`src/sv/gasp_pkg.sv`:
```
`timescale 1ns / 1ps
// Shared types, constants and helper functions for the grid path search.
// No dependencies; imported by the controller, datapath and top level.
package gasp_pkg;

   localparam int COORD_W = 5;
   localparam int SIZE_W  = 6;
   localparam int REQ_W   = 24;
   localparam int RSP_W   = 16;

   localparam logic [15:0] COST_STRAIGHT = 16'd10;
   localparam logic [15:0] COST_DIAG     = 16'd14;
   localparam logic [4:0]  OUT_CNT_LAST  = 5'd31;
   localparam logic [2:0]  NB_LAST       = 3'd7;
   localparam logic [SIZE_W-1:0] SIZE_RESET = 6'd32;

   // configuration register indexes
   typedef enum logic {
      REG_GRID_WIDTH  = 1'b0,
      REG_GRID_HEIGHT = 1'b1
   } reg_idx_type;

   // per-cell search mark
   typedef enum logic [1:0] {
      MARK_NONE   = 2'b00,
      MARK_OPEN   = 2'b01,
      MARK_CLOSED = 2'b10
   } mark_type;

   // controller to datapath
   typedef struct packed {
      logic load;
      logic same_ld;
      logic clr;
      logic init;
      logic scan_init;
      logic scan;
      logic pick;
      logic nb_wr;
      logic nb_next;
      logic tr_step;
      logic tr_load;
      logic emit_init;
      logic emit_ld;
      logic emit_next;
   } cmd_type;

   // datapath to controller
   typedef struct packed {
      logic same;
      logic clr_last;
      logic scan_done;
      logic best_v;
      logic best_goal;
      logic nb_ok;
      logic nb_last;
      logic tr_at_start;
      logic out_last;
   } sts_type;

   // octile distance: 10*max + 4*min
   function automatic logic [15:0] octile(input logic [6:0] ax, input logic [6:0] ay,
                                          input logic [6:0] bx, input logic [6:0] by);
      logic [6:0] dx;
      logic [6:0] dy;
      logic [6:0] lo;
      logic [6:0] hi;
      dx = (ax > bx) ? ax - bx : bx - ax;
      dy = (ay > by) ? ay - by : by - ay;
      lo = (dx < dy) ? dx : dy;
      hi = (dx < dy) ? dy : dx;
      return 16'(hi) * 16'd10 + 16'(lo) * 16'd4;
   endfunction

   // neighbour order: x-major, offsets coded 0,1,2 for -1,0,+1
   function automatic logic [1:0] nb_dx(input logic [2:0] k);
      logic [1:0] r;
      case (k)
         3'd0, 3'd1, 3'd2: r = 2'd0;
         3'd3, 3'd4:       r = 2'd1;
         default:          r = 2'd2;
      endcase
      return r;
   endfunction

   function automatic logic [1:0] nb_dy(input logic [2:0] k);
      logic [1:0] r;
      case (k)
         3'd0, 3'd3, 3'd5: r = 2'd0;
         3'd1, 3'd6:       r = 2'd1;
         default:          r = 2'd2;
      endcase
      return r;
   endfunction

endpackage

```
`src/sv/gasp_ctrl.sv`:
```
`timescale 1ns / 1ps
// Search sequencer: request intake, clear, scan, expand, trace-back, emit.
// Depends on gasp_pkg; drives gasp_dpath through cmd_type/sts_type.
module gasp_ctrl (
   input  logic             clock,
   input  logic             reset,
   input  logic             req_tvalid,
   output logic             req_tready,
   output logic             rsp_tvalid,
   input  logic             rsp_tready,
   output gasp_pkg::cmd_type cmd,
   input  gasp_pkg::sts_type sts
);
   import gasp_pkg::*;

   typedef enum logic [13:0] {
      S_IDLE      = 14'b00000000000001,
      S_CHECK     = 14'b00000000000010,
      S_CLEAR     = 14'b00000000000100,
      S_INIT      = 14'b00000000001000,
      S_SCAN_INIT = 14'b00000000010000,
      S_SCAN      = 14'b00000000100000,
      S_PICK      = 14'b00000001000000,
      S_NB_RD     = 14'b00000010000000,
      S_NB_WR     = 14'b00000100000000,
      S_TR_CHK    = 14'b00001000000000,
      S_TR_WT     = 14'b00010000000000,
      S_EMIT_RD   = 14'b00100000000000,
      S_EMIT_WT   = 14'b01000000000000,
      S_OUT       = 14'b10000000000000
   } state_type;

   state_type state_ff, state_in;

   // next state and command decode
   always_comb begin
      state_in   = state_ff;
      cmd        = '0;
      req_tready = 1'b0;
      rsp_tvalid = 1'b0;
      case (state_ff)
         S_IDLE: begin
            req_tready = 1'b1;
            if (req_tvalid) begin
               cmd.load = 1'b1;
               state_in = S_CHECK;
            end
         end
         S_CHECK: begin
            if (sts.same) begin
               cmd.same_ld = 1'b1;
               state_in    = S_OUT;
            end else begin
               state_in = S_CLEAR;
            end
         end
         S_CLEAR: begin
            cmd.clr = 1'b1;
            if (sts.clr_last) state_in = S_INIT;
         end
         S_INIT: begin
            cmd.init = 1'b1;
            state_in = S_SCAN_INIT;
         end
         S_SCAN_INIT: begin
            cmd.scan_init = 1'b1;
            state_in      = S_SCAN;
         end
         S_SCAN: begin
            cmd.scan = 1'b1;
            if (sts.scan_done) state_in = S_PICK;
         end
         S_PICK: begin
            if (!sts.best_v) begin
               state_in = S_IDLE;
            end else begin
               cmd.pick = 1'b1;
               state_in = sts.best_goal ? S_TR_CHK : S_NB_RD;
            end
         end
         S_NB_RD: begin
            if (sts.nb_ok) begin
               state_in = S_NB_WR;
            end else begin
               cmd.nb_next = 1'b1;
               if (sts.nb_last) state_in = S_SCAN_INIT;
            end
         end
         S_NB_WR: begin
            cmd.nb_wr   = 1'b1;
            cmd.nb_next = 1'b1;
            state_in    = sts.nb_last ? S_SCAN_INIT : S_NB_RD;
         end
         S_TR_CHK: begin
            if (sts.tr_at_start) begin
               cmd.emit_init = 1'b1;
               state_in      = S_EMIT_RD;
            end else begin
               cmd.tr_step = 1'b1;
               state_in    = S_TR_WT;
            end
         end
         S_TR_WT: begin
            cmd.tr_load = 1'b1;
            state_in    = S_TR_CHK;
         end
         S_EMIT_RD: begin
            state_in = S_EMIT_WT;
         end
         S_EMIT_WT: begin
            cmd.emit_ld = 1'b1;
            state_in    = S_OUT;
         end
         S_OUT: begin
            rsp_tvalid = 1'b1;
            if (rsp_tready) begin
               if (sts.out_last) begin
                  state_in = S_IDLE;
               end else begin
                  cmd.emit_next = 1'b1;
                  state_in      = S_EMIT_RD;
               end
            end
         end
         default: state_in = S_IDLE;
      endcase
   end

   always_ff @(posedge clock) begin
      if (reset) begin
         state_ff <= S_IDLE;
      end else begin
         state_ff <= state_in;
      end
   end

endmodule

```
`config.mk`:
```
export PLATFORM = sky130hd
export DESIGN_NAME = gasp_ctrl
export DESIGN_NICKNAME = d
export VERILOG_FILES = /design/src/sv/gasp_pkg.sv /design/src/sv/gasp_ctrl.sv
export SDC_FILE = /design/constraint.sdc
export NUM_CORES = 1
export LEC_CHECK = 0
export BUFFER_PORTS_ARGS = -buffer_cell sky130_fd_sc_hd__buf_2
export CORE_UTILIZATION = 46
export DETAILED_ROUTE_END_ITERATION = 8
export GPL_TIMING_DRIVEN = 0
export PLACE_DENSITY = 0.83
export SETUP_SLACK_MARGIN = 0.2
export SLEW_MARGIN = 40
export SYNTH_ARGS = -nofsm -noshare
export SYNTH_HDL_FRONTEND = slang
export SYNTH_SLANG_ARGS = --single-unit
```
`constraint.sdc`:
```
create_clock -name clock -period 2 [get_ports clock]
set_input_delay 0.1 -clock clock [delete_from_list [all_inputs] [get_ports clock]]
set_output_delay 0.1 -clock clock [all_outputs]
set_load 0.02 [all_outputs]
```
---- After elaboration in Yosys (flattened, before gate mapping) ----
Index checks and enable logic that the tools add are counted.
Widths: inputs -> output; s select.
operators by class
  eq/ne operators ......................... 19
  muxes and demuxes ....................... 37
  reduce and logical (&&, ||, !) cells .... 1
operators by type and width
  kind                  count
  $pmux 14 s14          1
  $mux 14               7
  $mux 12               2
  $mux 1                23
  $mux 10               2
  $eq 14x1->1 const B   1
  $eq 14x10->1 const B  1
  $eq 14x11->1 const B  1
  $eq 14x12->1 const B  1
  $eq 14x13->1 const B  1
  $eq 14x14->1 const B  1
  $eq 14x2->1 const B   1
  $eq 14x3->1 const B   1
  $eq 14x4->1 const B   1
  $eq 14x5->1 const B   1
  $eq 14x6->1 const B   1
  $eq 14x7->1 const B   1
  $eq 14x8->1 const B   1
  $eq 14x9->1 const B   1
  $mux 8                1
  $ne 2x2->1 const B    4
  $reduce_and 5->1      1
  $ne 3x3->1 const B    1
  $pmux 1 s2            1
storage, ports and cells
  register bits ........................... 14
  input bits .............................. 13

---- Longest topological paths before layout ----
  depth in word-level cells ............... 3
  depth in mapped cells ................... 8

---- Least setup slack after synthesis ----
Ideal clock, no wire load.
  path type ............................... register -> register
  start point ............................. register state_ff[2]
  end point ............................... register state_ff[7]
  data arrival time ....................... 1.927 ns
  path slack .............................. 0.003 ns
  cell stages (with the launch flop) ...... 8
  buffers on the path ..................... 2
  clock period less this slack ............ 1.997 ns
  path through ............................ dfxtp_1 > buf_2 > or4_4 > or2_1 > buf_6 > o21bai_1 > nand2b_1 > a21boi_1
on the way
  cells in the longest elaborated chain, start to end .. 3
  elaborated cells on any way between the ends .. 21
  those cells by class .................... eq/ne (19); mux (1); reduce/logical (1)
RTL lines
  item                                                              line              RTL
  from (decl)                                                       gasp_ctrl.sv:33   state_type state_ff, state_in;
  from (signal assigned)                                            gasp_ctrl.sv:133  state_ff <= state_in;
  $eq 14x8->1 (tied with other cells)                               gasp_ctrl.sv:41   case (state_ff)
  $ne 3x3->1 (no source line) / $ne 2x2->1 (equally long branches)  n/a
  $reduce_and 5->1 (no source line)                                 n/a
Several ways; a longest one is shown, not always the timed one.
A chain may end at the register's enable or synchronous reset.

---- Final worst setup path ----
  start point ............................. register state_ff[2]
  end point ............................... register state_ff[9]
The elaborated chain is that of the path after synthesis.

==> qor.log <==
qor: outcome.outcome complete, but fails checks
qor: outcome.failed_checks negative setup slack
qor: worst_setup_path.cp.depth 7
qor: synthesis.synth_top_family_by_area simple AND/OR/NAND/NOR gates
qor: worst_setup_path.critical-path-max-stage-delay 490 ps
qor: timing.final_worst_path_setup_slack -77.6 ps
qor: floorplanning.die_height 48.8 µm
qor: placement.place.detailed.hpwl 2200 µm
qor: worst_setup_path.critPathBufInv 2
qor: cells_and_area.biggestRegsByFlops state_ff x14
qor: cts.clock_tree.htree_level_count 1
qor: worst_setup_path.rr_startpoint state_ff[2]
qor: cells_and_area.largest_reg_flops 14
qor: timing.final_hold_viol_count 0
qor: route.postRouteWirelength 5410 µm
qor: floorplanning.starting_density 50.4%
qor: route.wire_per_inst 24.0 µm
qor: timing.layout_worst_path_cycle_share 104%
qor: synthesis.post_synthesis_cells 134
qor: grt.grt_use_total 35.4%
qor: cells_and_area.antenna-diode-count 0
qor: cells_and_area.num-nets-final 212
qor: route.drt_pass1_iterations 5
qor: cts.worstSkewPairLatency 290 ps
qor: synthesis.post_synth_most_frequent_cells sky130_fd_sc_hd__nor2_1, sky130_fd_sc_hd__dfxtp_1, sky130_fd_sc_hd__nor3_1, sky130_fd_sc_hd__inv_1, sky130_fd_sc_hd__nand2_1
qor: worst_setup_path.setup.worst_path.class reg2reg
qor: timing.setup_violations 13
qor: route.antenna_violating_nets_post_route 0
qor: timing.tns -603 ps
qor: cells_and_area.largest-register state_ff
qor: power_and_ir_drop.vdd_ir_drop_max 0.000859 V
qor: worst_setup_path.crit-reg2reg-capture state_ff[9]
qor: floorplanning.std_cell_rows 16
qor: synthesis.synth-simple-area-share 48.5%
qor: worst_setup_path.timing.reg2reg.worst_path_depth 7
qor: grt.grt_first_pass_wirelength 6440 µm
qor: timing.maxSlewViolCount 0
qor: cts.tritoncts done
qor: worst_setup_path.worst_ep_required 2180 ps
qor: worst_setup_path.cp_common_cell sky130_fd_sc_hd__buf_6
qor: grt.antenna_found_initial 0
qor: grt.grt_overflow_total 0
qor: cts.clk_pin_slew 100 ps
qor: timing.fin_crit 2080 ps
qor: worst_setup_path.critical_path.endpoint_type flop
qor: floorplanning.die_x 48.8 µm
qor: synthesis.synth.largest_area_cell sky130_fd_sc_hd__dfxtp_1
qor: synthesis.synth_area_per_cell 7.53 µm²
qor: synthesis.yosysMostFrequentCell sky130_fd_sc_hd__nor2_1
qor: synthesis.netlist-cell-type-count 44
qor: power_and_ir_drop.power.leakage 0.000798 µW
qor: timing.fmax 481 MHz
qor: worst_setup_path.critical_path_destination state_ff[9]
qor: power_and_ir_drop.pwr_density_cell 726 nW/µm²
qor: worst_setup_path.critPathArrivalTime 2260 ps
qor: cts.clock-sinks 14
qor: timing.maximum_clock_skew_at_final_layout 1.48 ps
qor: floorplanning.design.core.area 2000 µm²
qor: timing.slew_headroom 70.2%
qor: synthesis.synth_async_sr_flop_share 0%
qor: cells_and_area.drive_gt1_share 63.1%
qor: route.drc_violation_count_after_routing 0
qor: route.detail_route.vias_per_cell 6.77
qor: floorplanning.top_level_ports 29
qor: flow_run.maxCapViolCount 0
qor: placement.gp_congestion 0.942
qor: synthesis.netlist_top_cells_area sky130_fd_sc_hd__dfxtp_1, sky130_fd_sc_hd__nor2_1, sky130_fd_sc_hd__nor3_1
qor: worst_setup_path.ff2ff_setup_slack -80 ps
qor: synthesis.synth_compound_area_share 13.6%
qor: synthesis.post_synthesis_instance_area 1010 µm²
qor: worst_setup_path.cp_slowest_cell sky130_fd_sc_hd__or4_4
qor: cts.max-clock-path-buffers 2
qor: cts.cts_root_buffer_type sky130_fd_sc_hd__clkbuf_4
qor: worst_setup_path.path_max_fanout 7
qor: worst_setup_path.worst_setup_path_startpoint state_ff[2]
qor: synthesis.yosysTopAreaCellShare 27.8%
qor: worst_setup_path.timing.critical_path.max_delay_family simple AND/OR/NAND/NOR gates
qor: synthesis.share_of_cell_area_taken_by_muxes_after_synthesis 0%
qor: timing.grt_setup_unrepaired yes
qor: synthesis.synthesis.yosys.warnings 0
qor: worst_setup_path.critical_path.startpoint_type flop
qor: placement.port_buffers 28
qor: worst_setup_path.critical_path_cell_list buf_6 > or4_4 > or2_1 > buf_6 > or3_4 > nand2_4 > nor2_1
qor: synthesis.synthFlopType sky130_fd_sc_hd__dfxtp_1
qor: route.vias 1524
qor: synthesis.synth-seq-cells 14
qor: cts.cts_buffers 3
qor: cells_and_area.final_layout_fill_cell_count 81
qor: cells_and_area.syn2layout_area_growth 82.0%
qor: cells_and_area.utilization 91.7%
qor: placement.post-place-ws -195 ps
qor: hold_path.worst_hold_path_type in2reg
qor: synthesis.synth.net_count 147
qor: route.drt_iter0_markers 148
qor: synthesis.yosys.area_share.adder 0%
qor: floorplanning.die-area 2380 µm²
qor: grt.first_global_vias 1315
qor: synthesis.synth_edf_count 0
qor: grt.grt_start_max_net_pins 11
qor: timing.max_slew.worst_pin.slew 443 ps
qor: synthesis.xor_and_xnor_fraction_of_the_mapped_netlist_area 4.34%
qor: synthesis.synth-seq-area-share 27.8%
## placed cells by master, fill, tap and decap left out, drive strengths merged, types with 3 or more instances in the layout
cell type,n
buf,63
nor2,18
dfxtp,14
nor3,12
inv,8
nand2,8
nand3,6
clkbuf,6
and3,5
o21ai,5
nor4,5
nand4,4
a21oi,4
xor2,3
nor3b,3
nor4b,3
or3,3
## report_power, final
group	internal, µW	total (µW)	switching, µW	leakage, µW
Sequential	305	351	45.4	0.000119
Combinational	354	761	407	0.000658
Clock	111	222	111	0.0000210
Total	770	1330	563	0.000798
## how the worst min path moves through the flow
stage	cells after the start	start	to	slack, ps
after floorplan	1	reset	state_ff[8]	180
after global placement	2	reset	state_ff[8]	330
after detailed placement	2	reset	state_ff[8]	330
after CTS	2	reset	state_ff[8]	30
after global routing	2	reset	state_ff[8]	20
final	2	reset	state_ff[8]	20
## layer usage
metal,share of wire (%),vias to the layer above,track usage [%]
met5,0,-,0
met4,6.8,0,12.7
met3,13,51,4.36
met2,46,160,63.9
met1,35,690,42.8
li1,-,623,-
## logic make-up after synthesis
kind of cell | Yosys count
compound gates | 21
simple gates | 81
xor+xnor | 5
buf+inv | 13
flops | 14
## worst reg2reg max path, stage by stage, from the launching register on
cell and delay, ps:
sky130_fd_sc_hd__dfxtp_2 330, sky130_fd_sc_hd__buf_6 120, sky130_fd_sc_hd__or4_4 490, sky130_fd_sc_hd__or2_1 240
sky130_fd_sc_hd__buf_6 150, sky130_fd_sc_hd__or3_4 420, sky130_fd_sc_hd__nand2_4 140, sky130_fd_sc_hd__nor2_1 80
## cell type report
| cell class | instances | area (µm²) | share of cell area (%) |
|---|---|---|---|
| Sequential cell | 14 | 303 | 16.5 |
| Timing Repair Buffer | 60 | 482 | 26.2 |
| Tap cell | 27 | 33.8 | 1.84 |
| Multi-Input combinational cell | 107 | 898 | 48.9 |
| Clock buffer | 4 | 36.3 | 1.98 |
| Inverter | 8 | 30.0 | 1.64 |
| Buffer | 5 | 52.6 | 2.86 |
## per-stage QoR
stage	total power [µW]	hold WS [ps]	cell area (µm²)	std cells
floorplan	630	178	1030	134
global placement	717	334	1210	189
detailed placement	736	335	1210	189
CTS	1090	28.9	1520	210
global route	1360	21.6	1840	225
finish	1330	16.4	1840	225
## what timing repair did
action / CTS / global route
resized for setup: 42 / 59
cloned: 0 / 0
buffers inserted: 17 / 15
endpoints found under the setup margin: 26 / 28
hold buffers: 0 / 0
pin swaps: 15 / 9
(Power assumes the default switching activity.)
